<file path="src/hdl/escaped_frame_receiver_unit_macros.svh">
// ----------------------------------------------------------------------------
// Escaped frame receiver assertion macros
// Concurrent check helpers used by the receiver top-level RTL.
// ----------------------------------------------------------------------------
`ifndef ESCAPED_FRAME_RECEIVER_UNIT_MACROS_SVH
`define ESCAPED_FRAME_RECEIVER_UNIT_MACROS_SVH

`ifndef SYNTHESIS
`define EFR_ASSERT_IMPL(label, clk, rst, ante, cons) \
  label: assert property (@(posedge clk) disable iff (rst) (ante) |-> (cons)) \
    else $error("escaped frame receiver check failed");
`define EFR_ASSERT_NEXT(label, clk, rst, ante, cons) \
  label: assert property (@(posedge clk) disable iff (rst) (ante) |=> (cons)) \
    else $error("escaped frame receiver check failed");
`else
`define EFR_ASSERT_IMPL(label, clk, rst, ante, cons)
`define EFR_ASSERT_NEXT(label, clk, rst, ante, cons)
`endif

`endif

</file>
<file path="src/hdl/efr_pkg.sv">
// ----------------------------------------------------------------------------
// Escaped frame receiver package
// Shared constants, register indexes and beat types.
// ----------------------------------------------------------------------------
package efr_pkg;

  localparam int MAX_PACKET_DEF = 256;
  localparam int NUM_SLOTS_DEF  = 4;

  localparam logic [1:0] CFG_FLAG_BYTE   = 2'd0;
  localparam logic [1:0] CFG_ESCAPE_BYTE = 2'd1;
  localparam logic [1:0] CFG_ESCAPE_MASK = 2'd2;
  localparam logic [1:0] CFG_MAX_LENGTH  = 2'd3;

  localparam logic [7:0] FLAG_BYTE_RST   = 8'd126;
  localparam logic [7:0] ESCAPE_BYTE_RST = 8'd125;
  localparam logic [7:0] ESCAPE_MASK_RST = 8'd32;
  localparam logic [8:0] MAX_LENGTH_RST  = 9'd256;

  localparam logic EV_PAYLOAD = 1'b0;
  localparam logic EV_DONE    = 1'b1;

  typedef struct packed {
    logic [7:0] flag_byte;
    logic [7:0] escape_byte;
    logic [7:0] escape_mask;
    logic [8:0] max_length;
  } cfg_t;

  typedef struct packed {
    logic [7:0] rx_byte;
    logic       line_error;
  } in_item_t;

  typedef struct packed {
    logic       event_kind;
    logic [1:0] slot;
    logic [7:0] byte_index;
    logic [7:0] payload_byte;
    logic [8:0] packet_length;
  } result_t;

endpackage

</file>
<file path="src/hdl/efr_cfg_regs.sv">
// ----------------------------------------------------------------------------
// Escaped frame receiver configuration registers
// Holds flag, escape, mask and length limit written through the config port.
// ----------------------------------------------------------------------------
module efr_cfg_regs
  import efr_pkg::*;
(
  input  logic       clk,
  input  logic       rst,
  input  logic       cfg_valid,
  input  logic [1:0] cfg_index,
  input  logic [8:0] cfg_data,
  output cfg_t       cfg
);

  always_ff @(posedge clk) begin
    if (rst) begin
      cfg.flag_byte   <= FLAG_BYTE_RST;
      cfg.escape_byte <= ESCAPE_BYTE_RST;
      cfg.escape_mask <= ESCAPE_MASK_RST;
      cfg.max_length  <= MAX_LENGTH_RST;
    end else if (cfg_valid) begin
      case (cfg_index)
        CFG_FLAG_BYTE:   cfg.flag_byte   <= cfg_data[7:0];
        CFG_ESCAPE_BYTE: cfg.escape_byte <= cfg_data[7:0];
        CFG_ESCAPE_MASK: cfg.escape_mask <= cfg_data[7:0];
        CFG_MAX_LENGTH:  cfg.max_length  <= cfg_data;
        default: ;
      endcase
    end
  end

endmodule

</file>
<file path="src/hdl/efr_in_stage.sv">
// ----------------------------------------------------------------------------
// Escaped frame receiver input stage
// Registers one received beat and holds it until the core consumes it.
// ----------------------------------------------------------------------------
module efr_in_stage
  import efr_pkg::*;
(
  input  logic     clk,
  input  logic     rst,
  input  logic     in_valid,
  output logic     in_ready,
  input  in_item_t in_item,
  input  logic     advance,
  output logic     item_valid,
  output in_item_t item
);

  assign in_ready = !item_valid || advance;

  always_ff @(posedge clk) begin
    if (rst) begin
      item_valid <= 1'b0;
    end else if (in_ready) begin
      item_valid <= in_valid;
    end
    if (in_ready && in_valid) begin
      item <= in_item;
    end
  end

endmodule

</file>
<file path="src/hdl/efr_core.sv">
// ----------------------------------------------------------------------------
// Escaped frame receiver core
// Deframing state and the single-pass decode of one byte into a result.
// ----------------------------------------------------------------------------
module efr_core
  import efr_pkg::*;
#(
  parameter int MAX_PACKET = MAX_PACKET_DEF,
  parameter int NUM_SLOTS  = NUM_SLOTS_DEF
) (
  input  logic     clk,
  input  logic     rst,
  input  cfg_t     cfg,
  input  in_item_t item,
  input  logic     advance,
  output logic     emit,
  output result_t  res
);

  localparam int CW = $clog2(MAX_PACKET + 1);
  localparam int LW = (CW > 9) ? CW : 9;
  localparam int SW = (NUM_SLOTS > 1) ? $clog2(NUM_SLOTS) : 1;

  typedef enum logic [1:0] {
    MODE_HUNT = 2'd0,
    MODE_IN   = 2'd1,
    MODE_ESC  = 2'd2
  } mode_t;

  mode_t          rx_mode, rx_mode_next, mode_eff;
  logic [CW-1:0]  frame_count, frame_count_next, count_eff;
  logic [SW-1:0]  current_slot, current_slot_next;
  logic [LW-1:0]  limit;
  logic           over;

  always_comb begin
    limit = (LW'(cfg.max_length) < LW'(MAX_PACKET)) ? LW'(cfg.max_length)
                                                    : LW'(MAX_PACKET);
    over      = LW'(frame_count) >= limit;
    mode_eff  = over ? MODE_HUNT : rx_mode;
    count_eff = over ? '0 : frame_count;

    rx_mode_next      = MODE_HUNT;
    frame_count_next  = count_eff;
    current_slot_next = current_slot;
    emit              = 1'b0;
    res.event_kind    = EV_PAYLOAD;
    res.slot          = 2'(current_slot);
    res.byte_index    = 8'(count_eff);
    res.payload_byte  = item.rx_byte;
    res.packet_length = '0;

    case (mode_eff)
      MODE_ESC: begin
        emit             = 1'b1;
        res.payload_byte = item.rx_byte ^ cfg.escape_mask;
        frame_count_next = count_eff + CW'(1);
        rx_mode_next     = MODE_IN;
      end
      MODE_IN: begin
        if (item.rx_byte == cfg.escape_byte) begin
          rx_mode_next = MODE_ESC;
        end else if (item.rx_byte == cfg.flag_byte) begin
          if (count_eff == '0) begin
            rx_mode_next = MODE_IN;
          end else begin
            emit              = 1'b1;
            res.event_kind    = EV_DONE;
            res.byte_index    = '0;
            res.payload_byte  = '0;
            res.packet_length = 9'(count_eff);
            rx_mode_next      = MODE_HUNT;
            frame_count_next  = '0;
            current_slot_next = (32'(current_slot) == NUM_SLOTS - 1) ? '0
                                : current_slot + SW'(1);
          end
        end else begin
          emit             = 1'b1;
          frame_count_next = count_eff + CW'(1);
          rx_mode_next     = MODE_IN;
        end
      end
      default: begin
        if (item.rx_byte == cfg.flag_byte) begin
          rx_mode_next     = MODE_IN;
          frame_count_next = '0;
        end
      end
    endcase

    if (item.line_error) begin
      emit              = 1'b0;
      rx_mode_next      = rx_mode;
      frame_count_next  = frame_count;
      current_slot_next = current_slot;
    end
  end

  always_ff @(posedge clk) begin
    if (rst) begin
      rx_mode      <= MODE_HUNT;
      frame_count  <= '0;
      current_slot <= '0;
    end else if (advance) begin
      rx_mode      <= rx_mode_next;
      frame_count  <= frame_count_next;
      current_slot <= current_slot_next;
    end
  end

endmodule

</file>
<file path="src/hdl/efr_out_stage.sv">
// ----------------------------------------------------------------------------
// Escaped frame receiver output stage
// Result register that presents one beat on the master side.
// ----------------------------------------------------------------------------
module efr_out_stage
  import efr_pkg::*;
(
  input  logic    clk,
  input  logic    rst,
  input  logic    load,
  input  result_t res,
  output logic    can_take,
  output logic    out_valid,
  input  logic    out_ready,
  output result_t out_res
);

  assign can_take = !out_valid || out_ready;

  always_ff @(posedge clk) begin
    if (rst) begin
      out_valid <= 1'b0;
    end else if (load) begin
      out_valid <= 1'b1;
    end else if (out_ready) begin
      out_valid <= 1'b0;
    end
    if (load) begin
      out_res <= res;
    end
  end

endmodule

</file>
<file path="src/hdl/escaped_frame_receiver_unit.sv">
// ----------------------------------------------------------------------------
// Escaped frame receiver unit
// Removes flag framing and escape stuffing from received serial bytes.
//
//   Channel   Dir  Payload
//   s_*       in   tdata: rx_byte; tuser: line_error
//   m_*       out  tdata: slot, byte_index, payload_byte, packet_length;
//                  tuser: event_kind
//   cfg_*     in   cfg_index: register, cfg_data: value
//
// One byte is taken every cycle unless the master side stalls, a rate set by
// the core's single-pass update. Input and output stages each register a beat.
// Reset clears mode, count, slot and both stage valid flags.
// A stalled master side holds its beat and stops the input stage behind it.
// ----------------------------------------------------------------------------
`include "escaped_frame_receiver_unit_macros.svh"

module escaped_frame_receiver_unit
  import efr_pkg::*;
#(
  parameter int MAX_PACKET = MAX_PACKET_DEF,
  parameter int NUM_SLOTS  = NUM_SLOTS_DEF
) (
  input  logic        clk,
  input  logic        rst,
  input  logic        s_tvalid,
  output logic        s_tready,
  input  logic [7:0]  s_tdata,   // [7:0] rx_byte
  input  logic        s_tuser,   // [0] line_error
  output logic        m_tvalid,
  input  logic        m_tready,
  output logic [31:0] m_tdata,   // [1:0] slot, [9:2] byte_index,
                                 // [17:10] payload_byte, [26:18] packet_length
  output logic        m_tuser,   // [0] event_kind
  input  logic        cfg_valid,
  output logic        cfg_ready,
  input  logic [1:0]  cfg_index,
  input  logic [8:0]  cfg_data
);

  cfg_t     cfg;
  in_item_t in_item, item;
  logic     item_valid, advance, can_take, emit;
  result_t  res, out_res;

  assign cfg_ready = 1'b1;
  assign in_item.rx_byte    = s_tdata;
  assign in_item.line_error = s_tuser;
  assign advance = item_valid && can_take;

  efr_cfg_regs u_cfg (
    .clk       (clk),
    .rst       (rst),
    .cfg_valid (cfg_valid),
    .cfg_index (cfg_index),
    .cfg_data  (cfg_data),
    .cfg       (cfg)
  );

  efr_in_stage u_in (
    .clk        (clk),
    .rst        (rst),
    .in_valid   (s_tvalid),
    .in_ready   (s_tready),
    .in_item    (in_item),
    .advance    (advance),
    .item_valid (item_valid),
    .item       (item)
  );

  efr_core #(
    .MAX_PACKET (MAX_PACKET),
    .NUM_SLOTS  (NUM_SLOTS)
  ) u_core (
    .clk     (clk),
    .rst     (rst),
    .cfg     (cfg),
    .item    (item),
    .advance (advance),
    .emit    (emit),
    .res     (res)
  );

  efr_out_stage u_out (
    .clk       (clk),
    .rst       (rst),
    .load      (advance && emit),
    .res       (res),
    .can_take  (can_take),
    .out_valid (m_tvalid),
    .out_ready (m_tready),
    .out_res   (out_res)
  );

  assign m_tuser = out_res.event_kind;
  assign m_tdata = {5'd0, out_res.packet_length, out_res.payload_byte,
                    out_res.byte_index, out_res.slot};

  `EFR_ASSERT_IMPL(a_done_nonempty, clk, rst, m_tvalid && m_tuser, m_tdata[26:18] != 9'd0)
  `EFR_ASSERT_IMPL(a_payload_nolen, clk, rst, m_tvalid && !m_tuser, m_tdata[26:18] == 9'd0)
  `EFR_ASSERT_IMPL(a_slot_range, clk, rst, m_tvalid, 32'(m_tdata[1:0]) < NUM_SLOTS)
  `EFR_ASSERT_NEXT(a_empty_ready, clk, rst, !m_tvalid && !item_valid, s_tready)

endmodule

</file>
<file path="config.mk">
export PLATFORM = sky130hd
export DESIGN_NAME = escaped_frame_receiver_unit
export DESIGN_NICKNAME = d
export VERILOG_FILES = /design/src/hdl/efr_pkg.sv /design/src/hdl/efr_cfg_regs.sv /design/src/hdl/efr_in_stage.sv /design/src/hdl/efr_core.sv /design/src/hdl/efr_out_stage.sv /design/src/hdl/escaped_frame_receiver_unit.sv
export VERILOG_INCLUDE_DIRS = /design/src /design/src/hdl
export SDC_FILE = /design/constraint.sdc
export NUM_CORES = 1
export LEC_CHECK = 0
export BUFFER_PORTS_ARGS = -buffer_cell sky130_fd_sc_hd__buf_4
export CAP_MARGIN = 20
export CORE_UTILIZATION = 30
export CTS_CLUSTER_DIAMETER = 40
export DETAILED_ROUTE_END_ITERATION = 12
export GPL_ROUTABILITY_DRIVEN = 0
export GPL_TIMING_DRIVEN = 0
export MAX_ROUTING_LAYER = met4
export PLACE_DENSITY = 0.57
export SLEW_MARGIN = 40
export SYNTH_ARGS = -nofsm -noshare
export SYNTH_HDL_FRONTEND = slang
export SYNTH_SLANG_ARGS = --single-unit
</file>
<file path="constraint.sdc">
create_clock -name clk -period 6.3 [get_ports clk]
set_input_delay 1.26 -clock clk [delete_from_list [all_inputs] [get_ports clk]]
set_output_delay 1.26 -clock clk [all_outputs]
set_load 0.1 [all_outputs]
</file>
# [Word-level counts from Yosys, hierarchy flattened]
# Index checks and enable logic that the tools add are counted.
[totals] regBits=85 out_inout_bits=36 wordCells=78
[classes] add_sub_neg=2 order_cmp=2 eq_ne=8 mux=26 bitwise_logic=6 reduce_logical=18
[op_table] cell="$mux 25" n=3
[op_table] cell="$mux 9" n=6
[op_table] cell="$pmux 9 s2" n=1
[op_table] cell="$eq 8x8->1" n=2
[op_table] cell="$pmux 8 s2" n=1
[op_table] cell="$reduce_and 2->1" n=5
[op_table] cell="$add 9x1->9 const B" n=1
[op_table] cell="$ge 9x9->1" n=1
[op_table] cell="$logic_not 9->1" n=1
[op_table] cell="$lt 9x9->1 const B" n=1
[op_table] cell="$mux 1" n=9
[op_table] cell="$eq 2x2->1 const B" n=4
[op_table] cell="$mux 8" n=1
[op_table] cell="$xor 8x8->8" n=1
[op_table] cell="$mux 2" n=3
[op_table] cell="$reduce_and 6->1" n=1
[op_table] cell="$not 1->1" n=5
[op_table] cell="$eq 2x1->1 const B" n=2
[op_table] cell="$pmux 2 s2" n=1
[op_table] cell="$reduce_or 4->1" n=1
[op_table] cell="$logic_and 1x1->1" n=3
[op_table] cell="$reduce_or 3->1" n=1
[op_table] cell="$add 2x1->2 const B" n=1
[op_table] cell="$logic_not 1->1" n=2
[op_table] cell="other kinds (4)" n=5

# [Depth between registers and ports, before layout]
[logic_depth] depth_word=12 depth_mapped=16 depth_no_buf=16

# [Hierarchy]
# A second synthesis with hierarchy kept.
[hier_totals] hier_cells=444 area_unflattened_um2=4481.8
[by_module_without_submodules] mod="efr_core" instances=1 cells_per_inst=258 area_per_inst_um2=1871.8 seq_area_each_um2=260.2
[by_module_without_submodules] mod="efr_cfg_regs" instances=1 cells_per_inst=130 area_per_inst_um2=1332.5 seq_area_each_um2=660.6
[by_module_without_submodules] mod="efr_out_stage" instances=1 cells_per_inst=32 area_per_inst_um2=887.1 seq_area_each_um2=860.8
[by_module_without_submodules] mod="efr_in_stage" instances=1 cells_per_inst=14 area_per_inst_um2=325.3 seq_area_each_um2=290.3
[by_module_without_submodules] mod="escaped_frame_receiver_unit" instances=1 cells_per_inst=10 area_per_inst_um2=65.1 seq_area_each_um2=0.0

# [Worst setup path after synthesis]
# Ideal clock, no wire load.
[synth_path] kind="register -> register" from="register u_cfg.cfg[8] (netlist name)" to="register u_out.out_res[0] (netlist name)" setup_time_ns=0.383 t_arrival_ns=3.352 required_time_ns=5.917 slack_ns=2.565 path_stages_with_launch=13 path_buffers=2 period_less_slack_ns=3.735 cell_sequence="dfxtp_1 -> clkinv_1 -> ha_1 -> and4_1 -> a221o_1 -> nor3_2 -> clkbuf_1 -> nand2_1 -> ha_1 -> clkbuf_1 -> nor2_1 -> o21ai_0 -> inv_1"
[synth_via] elab_chain_len=11 elab_cells_between_ends=14 classes_between="order compare: 2; eq/ne: 2; mux: 8; reduce/logical: 2"
[synth_lines] item="$lt 9x9->1" line="efr_core.sv:37" source="limit = (LW'(cfg.max_length) < LW'(MAX_PACKET)) ? LW'(cfg.max_length)"
[synth_lines] item="$mux 9 *" line="efr_core.sv:37"
[synth_lines] item="$ge 9x9->1 *" line="efr_core.sv:39" source="over = LW'(frame_count) >= limit;"
[synth_lines] item="$mux 9" line="efr_core.sv:41" source="count_eff = over ? '0 : frame_count;"
[synth_lines] item="$logic_not 9->1" line="efr_core.sv:64" source="if (count_eff == '0) begin"
[synth_lines] item="$mux 1" line="efr_core.sv:64"
[synth_lines] item="$mux 1" line="efr_core.sv:63" source="end else if (item.rx_byte == cfg.flag_byte) begin"
[synth_lines] item="$mux 1" line="efr_core.sv:61" source="if (item.rx_byte == cfg.escape_byte) begin"
[synth_lines] item="$pmux 1 s2 *" line="efr_core.sv:53" source="case (mode_eff)"
[synth_lines] item="$mux 1 *" line="efr_core.sv:91" source="if (item.line_error) begin"
[synth_lines] item="$logic_and 1x1->1 *" line="escaped_frame_receiver_unit.sv:87" source=".load (advance && emit),"
[synth_lines] item="named net u_out.load" line="efr_out_stage.sv:10" source="input logic load,"
# The timed path passes the listed nets; every way through them passes the cells marked *.
# A chain may end at the register's enable or synchronous reset.

# [Worst setup path in the final report]
[layout_path] from="register u_cfg.cfg[8] (netlist name)" to="register u_out.out_res[27] (netlist name)"
[layout_via] elab_chain_len=11 elab_cells_between_ends=14 classes_between="order compare: 2; eq/ne: 2; mux: 8; reduce/logical: 2"
[layout_lines] item="$lt 9x9->1" line="efr_core.sv:37"
[layout_lines] item="$mux 9 *" line="efr_core.sv:37"
[layout_lines] item="$ge 9x9->1 *" line="efr_core.sv:39"
[layout_lines] item="$mux 9" line="efr_core.sv:41"
[layout_lines] item="$logic_not 9->1" line="efr_core.sv:64"
[layout_lines] item="$mux 1" line="efr_core.sv:64"
[layout_lines] item="$mux 1" line="efr_core.sv:63"
[layout_lines] item="$mux 1" line="efr_core.sv:61"
[layout_lines] item="$pmux 1 s2 *" line="efr_core.sv:53"
[layout_lines] item="$mux 1 *" line="efr_core.sv:91"
[layout_lines] item="$logic_and 1x1->1 *" line="escaped_frame_receiver_unit.sv:87"
[layout_lines] item="named net u_out.load" line="efr_out_stage.sv:10"
# Marks and branches as above.

==> metrics list <==
- The flow ran to the end, and the final reports show no timing, DRC or antenna violations.
- Minimum setup slack after placement: 2.062 ns
* RSZ-0062 raised after global routing: false
- Clk Latency, worst-skew pair: ~0.34 ns
- Initial standard-cell utilization of the core: 31.12%
- Once detailed placement completed, the half-perimeter wirelength came to about 7 mm.
- In this run the vertical extent of the chip is around 120 um.
- For this run, design rule violations remaining after detail routing come to 0.
- In the layout the commonest cells are 85 x sky130_fd_sc_hd__nand2_1, 59 x sky130_fd_sc_hd__buf_4, 48 x sky130_fd_sc_hd__dfxtp_1.
- Multiplexer fraction of the synthesized cell area: less than 1%
- Along the worst path, the maximum fanout reaches 28.
* Final setup violating endpoints: 0
- Counting flops with a built-in enable in the synthesized netlist gives 37.
- Yosys cell types: between 50 and 60
- The count of endpoints failing hold in the final timing report was 0.
- Summing the sequential cell areas from Yosys gives 49.88% of the chip area.
* Category of the worst setup path capture point: flip-flop
* Diode count: 0
- Across the run, the number of max-cap violations was 0.
* Detailed-router iteration count before antenna repair: 4
- IR analysis of the VDD net gives a maximum drop of approximately 0.14 mV.
- Post-CTS clock slew at the launch and capture registers of the worst setup and hold paths: ~0.060 ns
- The worst setup path is launched from a flip-flop.
- Fill cells: roughly 1300
- The min-delay analysis places its worst path in the category reg2reg.
* # rows: 42
* Layout cells sized above 1: between 10% and 20%
- The die covers roughly 0.014 mm2.
- The first global-routing pass estimated approximately 15 mm of wire.
* Number of clock sinks: 85
- Commonest non-fill, non-tap cell in the layout: sky130_fd_sc_hd__nand2_1
- GRT Resource Usage Total: between 10% and 20%
- The detailed router finished its first iteration with 163 violations.
* Total via count after detailed routing: around 3200
- During placement, the flow inserted port buffers numbering 53.
- Clock buffers created by TritonCTS: 9
- Among all flip-flop cells after synthesis, the most frequent one is sky130_fd_sc_hd__dfxtp_1.
- Number of cells on the worst hold path: 2
- The clock period could shrink to roughly 4.3 ns.
- Remaining number of nets flagged by the antenna check after routing: 0
- Routed Wire Length: a little over 9 mm
* Number of setup buffers added after CTS: 0
- Synthesized-area fraction occupied by adder cells: 4.217%
* CTS H-tree depth: 3
* Net total in the final layout: roughly 540
- In this run the tightest slew margin relative to its limit is 56.06%.
- Kind of critical path: reg2reg
* Initial antenna violation count: 0
* Ys Warns: 0
* Fraction of the mapped netlist area in compound gates: a little over an eighth
- Counting along the longest clock path gives a buffer depth of 2.
- Actual transition at the worst max-transition pin: between 0.6 and 0.7 ns
- Summed over all cells, the static leakage comes to approximately 1.9 nW.
* Count of boundary I/O pins: just over 60
* Non-filler instance count after layout: 680
- CTS placed an instance of sky130_fd_sc_hd__clkbuf_16 at the clock tree root.
* Area growth, synth to finish: 23.55%
* Netlist Area Pre-Place: approximately 0.0042 mm2
* Required arrival time at the worst endpoint: 6.28 ns
* DP Cell Count: between 600 and 700
* Final core utilization: between 30 and 40%
- Counting flops with an async set or reset pin after synthesis yields a share of 0%.
- In this run, synthesis produced a sequential element count of 85.
* Area used by multi-input combinational logic: 0.001958 mm2
* Core Footprint: approximately 0.013 mm2
- Total power for the finished layout comes to roughly 1.3 mW.
- For the final database, setup skew stands at 0.005342 ns.
* Vias per std cell: between 4 and 5
- Power per cell area: 247.8 mW/mm2
* Largest family of logic cells by synthesized area: simple AND/OR/NAND/NOR gates
- Of the total synthesized cell area, the portion taken by AND, OR, NAND and NOR gates is around a quarter.
- Share of the synthesized netlist area taken by xor and xnor gates: between 3 and 4%
- Number of global-route vias before repair: around 3100
* Gr ovfl total: 0
- The number of cells on the worst reg-to-reg path is 13.
- Final worst-path setup slack: 2.021 ns
- At the worst endpoint, the arrival time is approximately 4.3 ns.
* Synth Area per Inst: approximately 9.6 um2
* Number of instances in the synthesized netlist: around 430
- Wire length per cell: about 14 um
- In this run, post-CTS hold repair placed 0 buffers.
- Fraction of the cycle the final worst path needs: around 68%
* Highest attainable clock frequency: between 200 and 250 MHz
- Number of gates resized after CTS: 0
- In the final timing run, aggregate negative setup slack is 0 ns.
- Width of the die: approximately 120 um
* Reg area: 0.002072 mm2
* CTS tree: built
- The max-slew violation count came to 0.
* Pin count of the biggest net entering global routing: 29
final timing paths:
kind                                           startpoint                         endpoint  slack (ns)
worst min-delay path            u_cfg.cfg[0]$_SDFFE_PP0P_        u_cfg.cfg[0]$_SDFFE_PP0P_        0.45
worst max register to register  u_cfg.cfg[8]$_SDFFE_PP1P_  u_out.out_res[27]$_SDFFCE_PP0P_        2.02
worst max-delay path            u_cfg.cfg[8]$_SDFFE_PP1P_  u_out.out_res[27]$_SDFFCE_PP0P_        2.02
worst min register to register  u_cfg.cfg[0]$_SDFFE_PP0P_        u_cfg.cfg[0]$_SDFFE_PP0P_        0.45
stage by stage:
step	instance area [um2]	hold WS, ns
finish	5132	0.4509
global route	5132	0.4791
CTS	5127	0.4551
detailed placement	4787	0.4463
global placement	4787	0.4376
floorplan	4169	0.4318
sequential cells by signal, summed over array words and instances, names as in the netlist:
signal / count
u_in.item: 9
u_out.out_res: 28
u_in.item_valid: 1
u_out.out_valid: 1
u_core.rx_mode: 2
u_cfg.cfg: 33
u_core.frame_count: 9
u_core.current_slot: 2
kinds of logic (layout without fill, tap and decap cells):
family / Yosys count / after routing
other: 2 / 6
DFF: 85 / 85
and+or+nand+nor: 196 / 196
adders and majority gates: 14 / 14
buffers and inverters: 32 / 101
AOI/OAI and AO/OA: 82 / 82
muxes: 4 / 4
xor gates and xnor gates: 16 / 16
power by group:
group	total, mW	switching (mW)	internal [mW]
clock	0.583	0.216	0.368
combinational	0.0889	0.0544	0.0345
sequential	0.600	0.0123	0.587
layout make-up:
cell class	count	share of cell area [%]
Clock inverter	3	0.9264
Clock buffer	13	5.705
Sequential cell	85	40.37
Multi-Input combinational cell	318	38.15
Inverter	12	0.8776
Buffer	20	1.926
Tap cell	176	4.291
Timing Repair Buffer	53	7.752
synthesized netlist by cell type (3+ instances only):
master | count | share of area, %
sky130_fd_sc_hd__ha_1 | 14 | 4.2
sky130_fd_sc_hd__nor3_1 | 5 | 0.60
sky130_fd_sc_hd__mux2i_1 | 4 | 0.96
sky130_fd_sc_hd__nand2_1 | 85 | 7.7
sky130_fd_sc_hd__nand3_1 | 6 | 0.72
sky130_fd_sc_hd__xor2_1 | 8 | 1.7
sky130_fd_sc_hd__o21ai_0 | 17 | 2.0
sky130_fd_sc_hd__nand3b_1 | 17 | 3.1
sky130_fd_sc_hd__buf_4 | 6 | 1.1
sky130_fd_sc_hd__nor3b_1 | 3 | 0.54
sky130_fd_sc_hd__and3_1 | 7 | 1.1
sky130_fd_sc_hd__nor4_2 | 3 | 0.90
sky130_fd_sc_hd__edfxtp_1 | 37 | 27
sky130_fd_sc_hd__xnor2_1 | 8 | 1.7
sky130_fd_sc_hd__nor2b_1 | 17 | 2.6
sky130_fd_sc_hd__dfxtp_1 | 48 | 23
sky130_fd_sc_hd__a211o_1 | 7 | 1.5
sky130_fd_sc_hd__nor2_1 | 20 | 1.8
sky130_fd_sc_hd__and2_1 | 11 | 1.7
sky130_fd_sc_hd__clkbuf_1 | 12 | 1.1
sky130_fd_sc_hd__a21oi_1 | 35 | 4.2
sky130_fd_sc_hd__inv_1 | 11 | 0.99
sky130_fd_sc_hd__nand4_1 | 3 | 0.45
sky130_fd_sc_hd__nand2b_1 | 7 | 1.1
worst max-delay path, cell delays in order (launching register included):
cell and delay (ns):
sky130_fd_sc_hd__dfxtp_1 0.34, sky130_fd_sc_hd__clkinv_1 0.22, sky130_fd_sc_hd__nand2_1 0.18, sky130_fd_sc_hd__ha_1 0.25, sky130_fd_sc_hd__and4_1 0.20, sky130_fd_sc_hd__a221o_1 0.36, sky130_fd_sc_hd__nor3_2 0.32, sky130_fd_sc_hd__clkbuf_1 0.38
sky130_fd_sc_hd__nand2_1 0.14, sky130_fd_sc_hd__ha_1 0.31, sky130_fd_sc_hd__clkbuf_1 0.21, sky130_fd_sc_hd__nor2_1 0.31, sky130_fd_sc_hd__o21ai_0 0.23, sky130_fd_sc_hd__inv_2 0.48
layer usage:
layer	share of wire [%]	track usage, %
met3	4.5	3.850
met5	0	-
met2	48	23.23
met1	46	16.98
met4	1.3	4.297
No activity file was read; power rests on OpenSTA's default activity.
